File: src/rtl/core/lpl_pkg.sv
package lpl_pkg;

    localparam int SAMPLE_W  = 24;
    localparam int GAIN_W    = 24;
    localparam int LA_W      = 10;
    localparam int STAMP_W   = 32;
    localparam int CFG_IDX_W = 2;
    localparam int GAIN_FRAC = 23;
    localparam int DIV_STEPS = 23;
    localparam int DIV_CNT_W = 5;

    localparam logic [GAIN_W-1:0] UNITY_GAIN = 24'h800000;

    localparam logic [CFG_IDX_W-1:0] CFG_LOOKAHEAD = 2'd0;
    localparam logic [CFG_IDX_W-1:0] CFG_CEILING   = 2'd1;
    localparam logic [CFG_IDX_W-1:0] CFG_RELEASE   = 2'd2;

    localparam logic [LA_W-1:0]   LOOKAHEAD_RST = 10'd240;
    localparam logic [GAIN_W-1:0] CEILING_RST   = 24'h800000;
    localparam logic [GAIN_W-1:0] RELEASE_RST   = 24'd1748;

    typedef enum logic [3:0] {
        ST_CLEAR,
        ST_IDLE,
        ST_POP_RD,
        ST_POP_CHK,
        ST_PUSH,
        ST_EXP_RD,
        ST_EXP_CHK,
        ST_DIV_INIT,
        ST_DIV,
        ST_GAIN,
        ST_MUL_L,
        ST_MUL_R,
        ST_OUT
    } state_t;

    typedef enum logic [3:0] {
        OP_NONE,
        OP_CLEAR,
        OP_CAPTURE,
        OP_POP_RD,
        OP_POP_CHK,
        OP_PUSH,
        OP_EXP_RD,
        OP_EXP_CHK,
        OP_DIV_INIT,
        OP_DIV,
        OP_GAIN,
        OP_MUL_L,
        OP_MUL_R,
        OP_OUT
    } op_t;

    typedef struct packed {
        logic clear_last;
        logic dq_empty;
        logic pop_hit;
        logic exp_hit;
        logic need_div;
        logic div_last;
        logic out_free;
    } sts_t;

endpackage

File: src/rtl/core/lpl_ctrl.sv
module lpl_ctrl (
    input  logic          clk,
    input  logic          rst_n,
    input  logic          in_valid,
    output logic          in_stall,
    input  lpl_pkg::sts_t sts,
    output lpl_pkg::op_t  op
);
    import lpl_pkg::*;

    state_t state_reg, state_next;

    always_ff @(posedge clk or negedge rst_n)
    begin
        if (!rst_n)
        begin
            state_reg <= ST_CLEAR;
        end
        else
        begin
            state_reg <= state_next;
        end
    end

    always_comb
    begin
        state_next = state_reg;
        op         = OP_NONE;
        unique case (state_reg)
            ST_CLEAR:
            begin
                op = OP_CLEAR;
                if (sts.clear_last)
                begin
                    state_next = ST_IDLE;
                end
            end
            ST_IDLE:
            begin
                if (in_valid)
                begin
                    op         = OP_CAPTURE;
                    state_next = ST_POP_RD;
                end
            end
            ST_POP_RD:
            begin
                if (sts.dq_empty)
                begin
                    state_next = ST_PUSH;
                end
                else
                begin
                    op         = OP_POP_RD;
                    state_next = ST_POP_CHK;
                end
            end
            ST_POP_CHK:
            begin
                op         = OP_POP_CHK;
                state_next = sts.pop_hit ? ST_POP_RD : ST_PUSH;
            end
            ST_PUSH:
            begin
                op         = OP_PUSH;
                state_next = ST_EXP_RD;
            end
            ST_EXP_RD:
            begin
                op         = OP_EXP_RD;
                state_next = ST_EXP_CHK;
            end
            ST_EXP_CHK:
            begin
                op         = OP_EXP_CHK;
                state_next = sts.exp_hit ? ST_EXP_RD : ST_DIV_INIT;
            end
            ST_DIV_INIT:
            begin
                op         = OP_DIV_INIT;
                state_next = sts.need_div ? ST_DIV : ST_GAIN;
            end
            ST_DIV:
            begin
                op = OP_DIV;
                if (sts.div_last)
                begin
                    state_next = ST_GAIN;
                end
            end
            ST_GAIN:
            begin
                op         = OP_GAIN;
                state_next = ST_MUL_L;
            end
            ST_MUL_L:
            begin
                op         = OP_MUL_L;
                state_next = ST_MUL_R;
            end
            ST_MUL_R:
            begin
                op         = OP_MUL_R;
                state_next = ST_OUT;
            end
            ST_OUT:
            begin
                if (sts.out_free)
                begin
                    op         = OP_OUT;
                    state_next = ST_IDLE;
                end
            end
            default:
            begin
                state_next = ST_IDLE;
            end
        endcase
    end

    assign in_stall = (state_reg != ST_IDLE);

endmodule

File: config.mk
export PLATFORM = sky130hd
export DESIGN_NAME = lpl_ctrl
export DESIGN_NICKNAME = d
export VERILOG_FILES = /design/src/rtl/core/lpl_pkg.sv /design/src/rtl/core/lpl_ctrl.sv
export SDC_FILE = /design/constraint.sdc
export NUM_CORES = 1
export LEC_CHECK = 0
export BUFFER_PORTS_ARGS = -buffer_cell sky130_fd_sc_hd__clkbuf_2
export CAP_MARGIN = 25
export CORE_AREA = 2 2 39 41
export CTS_CLUSTER_DIAMETER = 120
export DETAILED_ROUTE_END_ITERATION = 10
export DIE_AREA = 0 0 41 43
export GPL_TIMING_DRIVEN = 0
export PLACE_DENSITY_LB_ADDON = 0.15
export REMOVE_ABC_BUFFERS = 1
export SLEW_MARGIN = 10
export SYNTH_ARGS = -nofsm -noshare
export SYNTH_HDL_FRONTEND = slang
export SYNTH_SLANG_ARGS = --single-unit
File: constraint.sdc
create_clock -name clk -period 1.4 [get_ports clk]
set_clock_uncertainty 0.2 [all_clocks]
set_input_delay 0.14 -clock clk [delete_from_list [all_inputs] [get_ports clk]]
set_output_delay 0.14 -clock clk [all_outputs]
set_load 0.03 [all_outputs]
Word-level counts from Yosys, hierarchy flattened:

Cells that the tools add are included.

* register bits after elaboration: 4
* input bits: 10
* output and inout port bits: 5

* equal/unequal tests: 17
* muxes and demuxes: 13
* reductions and logical operators: 2

Operator list (count)
* case mux 4 bit (13 select lines): 2
* == test 4 bit (second input constant): 5
* 2-to-1 mux 4 bit: 5
* == test 4 x 3 -> 1 bit (second input constant): 4
* == test 4 x 2 -> 1 bit (second input constant): 2
* != test 2 bit (second input constant): 4
* 2-to-1 mux 2 bit: 3
* 2-to-1 mux 3 bit: 2
* == test 4 x 1 -> 1 bit (second input constant): 1
* logical NOT 4 bit: 1
* != test 4 x 1 -> 1 bit (second input constant): 1
* AND reduction 4 bit: 1
* 2-to-1 mux 1 bit: 1

Longest topological paths before layout:

Gate-level depths: netlist of the first run.

* word-level depth: 3
* gate-level depth with buffers: 5
* gate-level depth less buffers: 4

Worst setup path after synthesis of the first run:

Ideal clock, no wire load.

* kind: reg-to-output
* start: register state_reg[1]
* end: output port op[3]
* arrival time: 1.430 ns
* data required time: 1.060 ns
* path slack: -0.370 ns
* stages on the path, launching flop included: 5
* buffers on the path: 1
* cell sequence: dfrtp_1 -> buf_6 -> nor2_1 -> a21oi_1 -> o21ai_0

* word-level cells in the longest chain between the ends: 2
* elaborated cells on any way between the ends: 14

RTL lines
* start, declared: line lpl_ctrl.sv:11 `state_t state_reg, state_next;`
* start signal, assigned: line lpl_ctrl.sv:21 `state_reg <= state_next;`
* == test 4 bit, or another cell as far along: line lpl_ctrl.sv:29 `unique case (state_reg)`
* case mux 4 bit (13 select lines) (*): line lpl_ctrl.sv:29
* end, declared: line lpl_ctrl.sv:7 `output lpl_pkg::op_t op`

Mark *: on every way between the ends. The rest lies on a longest branch, timed or not.

Worst setup path in the final report of the first run:

* start: register state_reg[3]
* end: output port op[3]

Same word-level chain as after synthesis.

==> out/qor.yml, run 1 <==
clocking:
  cts_tree: "yes"
  numCtsBuffers: 3
  path_clk_slew_ns: 0.04
  clk_path_buf_depth: 2
  htree_levels: 1
  cts_root_buffer: "clkbuf_4"
  clock_latency_ns: 0.24
  cts.sinks: 4
global_routing:
  grt_max_degree: 10
  grt_overflow: 0
  track_usage_pct: 17.9
  grt_pass1_wl_mm: 2.15
  antenna_found_initial: 0
  grt_pass1_vias: 516
critical_path:
  reg2reg_depth: 5
  crit_required_ns: 1.06
  arrival_ns: 1.40
  rr_endpoint: "state_reg[1]"
  worst-r2r-setup-slack_ns: -0.23
  path_max_fanout: 4
  crit_family: "simple AND/OR/NAND/NOR gates"
  crit_type: "register to primary output"
  critPathLaunch: "state_reg[3]"
  path_depth: 4
  cpPeakStageDelay_ns: 0.45
  crit_end: "op[3]"
  regToRegStartpoint: "state_reg[2]"
  slowest_stage: "dfrtp_2"
  cp_cell_sequence: "nand2b_4 -> or3_4 -> o21ai_2 -> buf_6"
  cp.buffers_inverters: 1
  worst_setup_path_start_kind: "register"
  cp-end-kind: "primary output"
synth:
  synth.avg_cell_area_um2: 7.38
  netlist_area_um2: 420
  syn_inst: 57
  yosysTopAreaCell: "dfrtp_1"
  synth_compound_area_share_pct: 34.2
  synth-adder-area-share_pct: 0
  synth_edf_count: 0
  synthMuxAreaShare_pct: 4.76
  synth.distinct_cells: 23
  synth.yosys.seq_area_share_pct: 23.8
  synth_top_family_by_area: "compound AO/OA/AOI/OAI gates"
  synth_area_leaders: "dfrtp_1 (24%), buf_6 (8.0%), a21oi_1 (7.1%)"
  synth_simple_gate_area_share_pct: 23.8
  synth_seq_cells: 4
  yosysWarnings: 0
  synthXorXnorAreaFrac_pct: 0
  ys.flop_type: "dfrtp_1"
  yosysTopAreaCellShare_pct: 23.8
  async_flop_share_pct: 100
sta:
  fin_tns_setup_ns: -1.83
  rsz0062_at_grt: "yes"
  relSlewSlack_pct: 83.4
  timing.final.ws_setup_ns: -0.343
  period_needed_ns: 1.74
  hold_violations: 0
  worst_slew_pin_slew_ns: 0.249
  fin_crit_sh_pct: 125
  maxClockFrequency_mhz: 574
  slew_viol_final: 0
  setup_viol: 7
detailed_routing:
  num_vias: 560
  drtAntennaViolNets: 0
  drt_pass1_iterations: 4
  drtIter0Drc: 23
  via_per_inst: 5.66
  wl_per_cell_um: 14.7
  route.detailed.drc: 0
  routed_wl_mm: 1.45
power:
  p_leak_nw: 0.324
  finalPower_mw: 2.11
  cellPowerDensity_nw_per_um2: 2970
  irDropWorstVdd_mv: 1.37
final_layout:
  layout_common_cells: "buf_4 (11), clkbuf_2 (9), a21oi_1 (4), buf_6 (4), dfrtp_2 (4)"
  fill_cells: 144
  drive_gt1_share_pct: 62.7
  finalNonFillerCells: 99
  synthToLayoutAreaGrowth_pct: 69.0
  multi_input_area_um2: 335
  fin_util_pct: 51.4
  final_common_cell: "buf_4"
  register_area_um2: 105
  n_antenna_cell: 0
  largest_reg_flops: 4
  fin_nets: 95
placed_design:
  numPortBuffers: 14
  gp_congestion: 0.763
  place_ws_ns: -0.442
  placedCellCount: 83
job:
  cap_violations: 0
floorplanning:
  die_w_um: 41
  start_util_pct: 30.4
  dieArea_um2: 1760
  dieHeight_um: 43
  ios: 15
  core_area_um2: 1380
  rows: 14
status:
  outcome: "finished, violations left"
  violations: "negative setup slack"
worst_hold_path:
  worstHoldPathType: "input port to register"
per-layer routing:
| layer | vias to the layer above | track usage (%) | share of wire [%] |
|---|---|---|---|
| met5 | - | 0 | 0 |
| met4 | 0 | 8.00 | 0.55 |
| met3 | 2 | 5.76 | 4.3 |
| met2 | 28 | 26.9 | 53 |
| met1 | 268 | 22.4 | 42 |
| li1 | 262 | - | - |
synthesized netlist by cell type (2+ instances only):
cell type / count
a21oi_1: 6
buf_6: 3
dfrtp_1: 4
inv_1: 4
mux2i_1: 2
nand2_1: 4
nand2b_1: 2
nand3_1: 3
nor2_1: 5
nor3_1: 4
o211ai_1: 2
o21ai_0: 6
o22ai_1: 2
worst min-delay path by stage:
stage / depth (start not counted) / end / from / slack (ns)
2_1_floorplan: 0 / state_reg[0] / rst_n / -0.36
3_3_place_gp: 1 / state_reg[3] / rst_n / -0.25
3_5_place_dp: 1 / state_reg[3] / rst_n / -0.25
4_1_cts: 4 / state_reg[1] / sts[3] / 0.02
5_1_grt: 2 / state_reg[1] / rst_n / 0.05
6_report: 4 / state_reg[1] / sts[3] / 0.03
power by group:
part,switching (mW),internal (mW),leakage (nW)
registers,0.128,0.184,0.0458
logic,0.852,0.801,0.264
clock network,0.0529,0.0963,0.0138
total,1.03,1.08,0.324
stage by stage:
stage          hold slack, ns  instance area, um^2
6_report               0.0252                  711
3_5_place_dp           -0.254                  469
2_1_floorplan          -0.356                  379
3_3_place_gp           -0.253                  469
4_1_cts                0.0213                  654
5_1_grt                0.0503                  711
area by class of cell:
cell class,instances,area share [%]
Multi-Input combinational cell,45,47.2
Timing Repair Buffer,27,29.9
Sequential cell,4,14.8
Clock buffer,3,3.17
Tap cell,16,2.82
Inverter,4,2.11
cells by family after synthesis:
family | after synthesis
compound gates | 22
buf+inv | 8
flops | 4
mux | 2
simple gates | 21
worst min-delay path: cells and delay by family:
family | cells | cell delay [ns]
AOI/OAI and AO/OA | 2 | 0.11
and+or+nand+nor | 1 | 0.09
buffers and inverters | 1 | 0.08
what timing repair did:
item / 4_1_cts / 5_1_grt
endpoints found under the setup margin: 9 / 8
buffers inserted: 10 / 2
resized for setup: 25 / 17
hold buffers: 1 / 0
endpoints found under the hold margin: 4 / 0
pin swaps: 4 / 5
Power figures use the tool's default switching activity.
==> run 2: changes to the inputs <==
--- a/config.mk
+++ b/config.mk
@@ -8,8 +8,8 @@
 export BUFFER_PORTS_ARGS = -buffer_cell sky130_fd_sc_hd__clkbuf_2
 export CAP_MARGIN = 25
-export CORE_AREA = 2 2 39 41
+export CORE_MARGIN = 2
+export CORE_UTILIZATION = 31
 export CTS_CLUSTER_DIAMETER = 120
 export DETAILED_ROUTE_END_ITERATION = 10
-export DIE_AREA = 0 0 41 43
 export GPL_TIMING_DRIVEN = 0
 export PLACE_DENSITY_LB_ADDON = 0.15
==> constraint.sdc (replaced) <==
create_clock -name clk -period 1.4 [get_ports clk]
set_clock_uncertainty 0.2 [all_clocks]
set_input_delay 0.28 -clock clk [delete_from_list [all_inputs] [get_ports clk]]
set_output_delay 0.28 -clock clk [all_outputs]
set_load 0.03 [all_outputs]
==> run 2 against run 1 <==
Effect of this change: the flow still finishes with violations (negative setup slack); design area up 8.3%; core utilization up 8.5 points; register-to-register slack worse by 0.07 ns; via count up 0.89%; critical endpoint unchanged.
==> out/qor.yml, run 2 (synthesis results as in run 1) <==
global_routing:
  antenna_found_initial: 0
  grt_max_degree: 9
  track_usage_pct: 21.0
  grt_pass1_wl_mm: 2.28
  grt_overflow: 0
  grt_pass1_vias: 509
sta:
  worst_slew_pin_slew_ns: 0.250
  fin_crit_sh_pct: 137
  maxClockFrequency_mhz: 522
  fin_tns_setup_ns: -2.88
  period_needed_ns: 1.91
  slew_viol_final: 0
  setup_viol: 7
  hold_violations: 0
  relSlewSlack_pct: 83.3
  rsz0062_at_grt: "yes"
  timing.final.ws_setup_ns: -0.514
floorplanning:
  die_w_um: 40.8
  dieArea_um2: 1670
  ios: 15
  dieHeight_um: 40.8
  core_area_um2: 1280
  start_util_pct: 32.7
  rows: 13
final_layout:
  drive_gt1_share_pct: 64.0
  n_antenna_cell: 0
  final_common_cell: "buf_4"
  largest_reg_flops: 4
  layout_common_cells: "buf_4 (14), clkbuf_2 (9), buf_6 (7)"
  fin_nets: 101
  synthToLayoutAreaGrowth_pct: 83.0
detailed_routing:
  drtIter0Drc: 14
  drtAntennaViolNets: 0
  num_vias: 565
  route.detailed.drc: 0
  routed_wl_mm: 1.50
  wl_per_cell_um: 14.4
  via_per_inst: 5.43
  drt_pass1_iterations: 4
clocking:
  numCtsBuffers: 3
  htree_levels: 1
  clk_path_buf_depth: 2
  cts_root_buffer: "clkbuf_4"
  cts_tree: "yes"
  path_clk_slew_ns: 0.04
  cts.sinks: 4
  clock_latency_ns: 0.25
power:
  p_leak_nw: 0.356
  finalPower_mw: 2.34
  irDropWorstVdd_mv: 1.60
  cellPowerDensity_nw_per_um2: 3030
critical_path:
  rr_endpoint: "state_reg[0]"
  slowest_stage: "dfrtp_2"
  crit_required_ns: 0.92
  regToRegStartpoint: "state_reg[2]"
  cp_cell_sequence: "nand2b_4 -> or3_4 -> o21ai_2 -> buf_6"
  worst_setup_path_start_kind: "register"
  cpPeakStageDelay_ns: 0.45
  critPathLaunch: "state_reg[3]"
  arrival_ns: 1.43
  path_max_fanout: 5
  crit_type: "register to primary output"
  reg2reg_depth: 6
  worst-r2r-setup-slack_ns: -0.30
  cp-end-kind: "primary output"
  crit_end: "op[3]"
status:
  outcome: "finished, violations left"
  violations: "negative setup slack"
placed_design:
  dpl.hpwl_um: 719
  gp_congestion: 0.803
  numPortBuffers: 14
worst_hold_path:
  worstHoldPathType: "input port to async pin"
job:
  cap_violations: 0
## run 2: worst min-delay path by stage
stage                     slack [ns]  depth (start not counted)           end
after floorplan                -0.22                          0  state_reg[0]
final                           0.16                          2  state_reg[3]
after global placement         -0.11                          1  state_reg[2]
after global routing            0.17                          2  state_reg[3]
after CTS                       0.15                          4  state_reg[1]
after detailed placement       -0.11                          1  state_reg[3]
## run 2: area by class of cell
type / instances / area (um^2)
sequential: 4 / 105
timing repair buffer: 33 / 269
clock buffer: 3 / 22.5
tap: 15 / 18.8
inverter: 4 / 17.5
multi-input combinational: 45 / 337
fill: 110 / 515
## run 2: timing repair
action,4_1_cts,5_1_grt
setup endpoints to repair,9,9
hold endpoints to repair,4,0
gates resized for setup,32,15
setup buffers,15,3
pin swaps,7,7
hold buffers,1,0
## run 2: power breakdown
part	leakage (nW)	total, mW	switching [mW]	internal (mW)
Sequential	0.0458	0.296	0.112	0.185
Combinational	0.297	1.88	0.929	0.954
Clock	0.0138	0.156	0.0591	0.0967
## run 2: layer usage
metal	part of all wire, %	wire length (um)	up-vias	track usage, %
met5	0	0	-	0
met4	3.2	48	0	10.0
met3	3.8	57	4	4.35
met2	50	751	19	35.5
met1	43	645	269	24.8
li1	-	-	273	-
## run 2: worst max-delay path: cells and delay by family, from the launching register on
| kind | cells | cell delay (ns) |
|---|---|---|
| AND/OR/NAND/NOR | 2 | 0.52 |
| buffers and inverters | 1 | 0.14 |
| AO/OA/AOI/OAI | 1 | 0.07 |
| flip-flops | 1 | 0.45 |
## run 2: per-stage QoR
step	setup slack, ns	instance area (um^2)	util, %	hold slack [ns]	cells
finish	-0.514	769	59.9	0.163	104
global route	-0.548	769	59.9	0.175	104
CTS	-0.517	709	55.2	0.146	101
detailed placement	-0.564	468	36.4	-0.113	82
global placement	-0.610	468	36.4	-0.112	82
floorplan	-0.541	379	-	-0.216	53
==> run 3: changes to the inputs <==
RECOVER_POWER = 25   (was not set)
==> run 3 against run 2 <==
Effect of this change: the run still ends with negative setup slack left; largest cell class unchanged; largest power group unchanged; non-clock buffer count did not move; total power barely moved; worst hold slack barely moved; cell count did not move.
==> out/qor.yml, run 3 (synthesis results as in run 1) <==
final_layout:
  fin_util_pct: 59.8
  largest_reg_flops: 4
  layout_common_cells: "buf_4 (14), clkbuf_2 (8), buf_6 (7)"
  synthToLayoutAreaGrowth_pct: 82.7
  n_antenna_cell: 0
  drive_gt1_share_pct: 62.9
  fin_nets: 101
  fill_cells: 111
  final_common_cell: "buf_4"
  final_area_um2: 768
detailed_routing:
  drtAntennaViolNets: 0
  routed_wl_mm: 1.50
  num_vias: 566
  drt_pass1_iterations: 4
  wl_per_cell_um: 14.4
  route.detailed.drc: 0
  via_per_inst: 5.44
  drtIter0Drc: 14
clocking:
  cts.sinks: 4
  path_clk_slew_ns: 0.04
  clk_path_buf_depth: 2
  cts_root_buffer: "clkbuf_4"
  cts_tree: "yes"
  htree_levels: 1
  numCtsBuffers: 3
  clock_latency_ns: 0.25
placed_design:
  dpl.hpwl_um: 719
  gp_congestion: 0.803
  numPortBuffers: 14
  placed_area_um2: 468
sta:
  period_needed_ns: 1.91
  timing.final.ws_setup_ns: -0.515
  maxClockFrequency_mhz: 522
  setup_viol: 7
  worst_slew_pin_slew_ns: 0.250
  hold_violations: 0
  relSlewSlack_pct: 83.3
  slew_viol_final: 0
  fin_crit_sh_pct: 137
  rsz0062_at_grt: "yes"
power:
  comb_power_share_pct: 80.6
  p_leak_nw: 0.353
  p_switching_mw: 1.10
  pwr-share-seq_pct: 12.7
  irDropWorstVdd_mv: 1.60
  p_clk_share_pct: 6.7
  internal_power_mw: 1.24
  cellPowerDensity_nw_per_um2: 3040
  p_sw_share_pct: 47.1
floorplanning:
  start_util_pct: 32.7
  die_w_um: 40.8
  ios: 15
  core_area_um2: 1280
  rows: 13
  dieHeight_um: 40.8
  dieArea_um2: 1670
global_routing:
  grt_pass1_wl_mm: 2.28
  track_usage_pct: 21.0
  grt_overflow: 0
  grt_pass1_vias: 509
  antenna_found_initial: 0
  grt_max_degree: 9
critical_path:
  worst_setup_path_start_kind: "register"
  cp-end-kind: "primary output"
  worst-r2r-setup-slack_ns: -0.30
  crit_required_ns: 0.92
  path_max_fanout: 5
  crit_type: "register to primary output"
  arrival_ns: 1.43
status:
  outcome: "finished, violations left"
  violations: "negative setup slack"
job:
  cap_violations: 0
worst_hold_path:
  worstHoldPathType: "input port to register"
run 3: power groups by stage:
stage	Combinational [mW]	Clock, mW	Sequential (mW)
after CTS	1.62	0.155	0.283
after global routing	2.00	0.172	0.303
after detailed placement	0.868	0	0.344
final	1.88	0.156	0.297
after global placement	0.879	0	0.349
after floorplan	0.691	0	0.295
run 3: repair_timing:
item	4_1_cts	5_1_grt
gates cloned	0	0
hold buffers	1	0
pin swaps	7	7
resized for setup	32	15
buffers inserted	15	3
hold endpoints to repair	4	0
endpoints found under the setup margin	9	9
run 3: critical path: stages, from the launching register on:
cell	delay, ns
dfrtp_2	0.45
nand2b_4	0.16
or3_4	0.36
o21ai_2	0.07
buf_6	0.14
run 3: layout make-up:
cell class	count	area, um^2	area share [%]
Inverter	4	17.5	2.28
Sequential cell	4	105	13.7
Tap cell	15	18.8	2.44
Multi-Input combinational cell	45	337	43.8
Clock buffer	3	22.5	2.93
Timing Repair Buffer	33	268	34.9
run 3: metal layers:
metal  GRT usage [%]  vias to the layer above  wire length (um)
li1                -                      273                 -
met1            24.8                      270               650
met2            35.5                       19               752
met3            4.35                        4                49
met4            10.0                        0                48
met5               0                        -                 0
run 3: stage by stage:
stage          hold slack, ns  setup TNS [ns]  setup slack [ns]  total power [mW]  cells
6_report                0.163           -2.88            -0.515              2.33    104
4_1_cts                 0.146           -2.67            -0.517              2.05    101
3_5_place_dp           -0.113           -2.39            -0.564              1.21     82
5_1_grt                 0.189           -3.32            -0.548              2.48    104
2_1_floorplan          -0.216           -1.94            -0.541             0.986     53
3_3_place_gp           -0.112           -2.60            -0.610              1.23     82
run 3: final timing paths:
check / start / end / cells past startpoint
worst max-delay path: state_reg[3] / op[3] / 4
worst min-delay path: sts[3] / state_reg[1] / 4
worst max register to register: state_reg[2] / state_reg[0] / 6
worst min register to register: state_reg[1] / state_reg[1] / 2
max in group asynchronous: rst_n / state_reg[0] / 2
min in group asynchronous: rst_n / state_reg[3] / 2
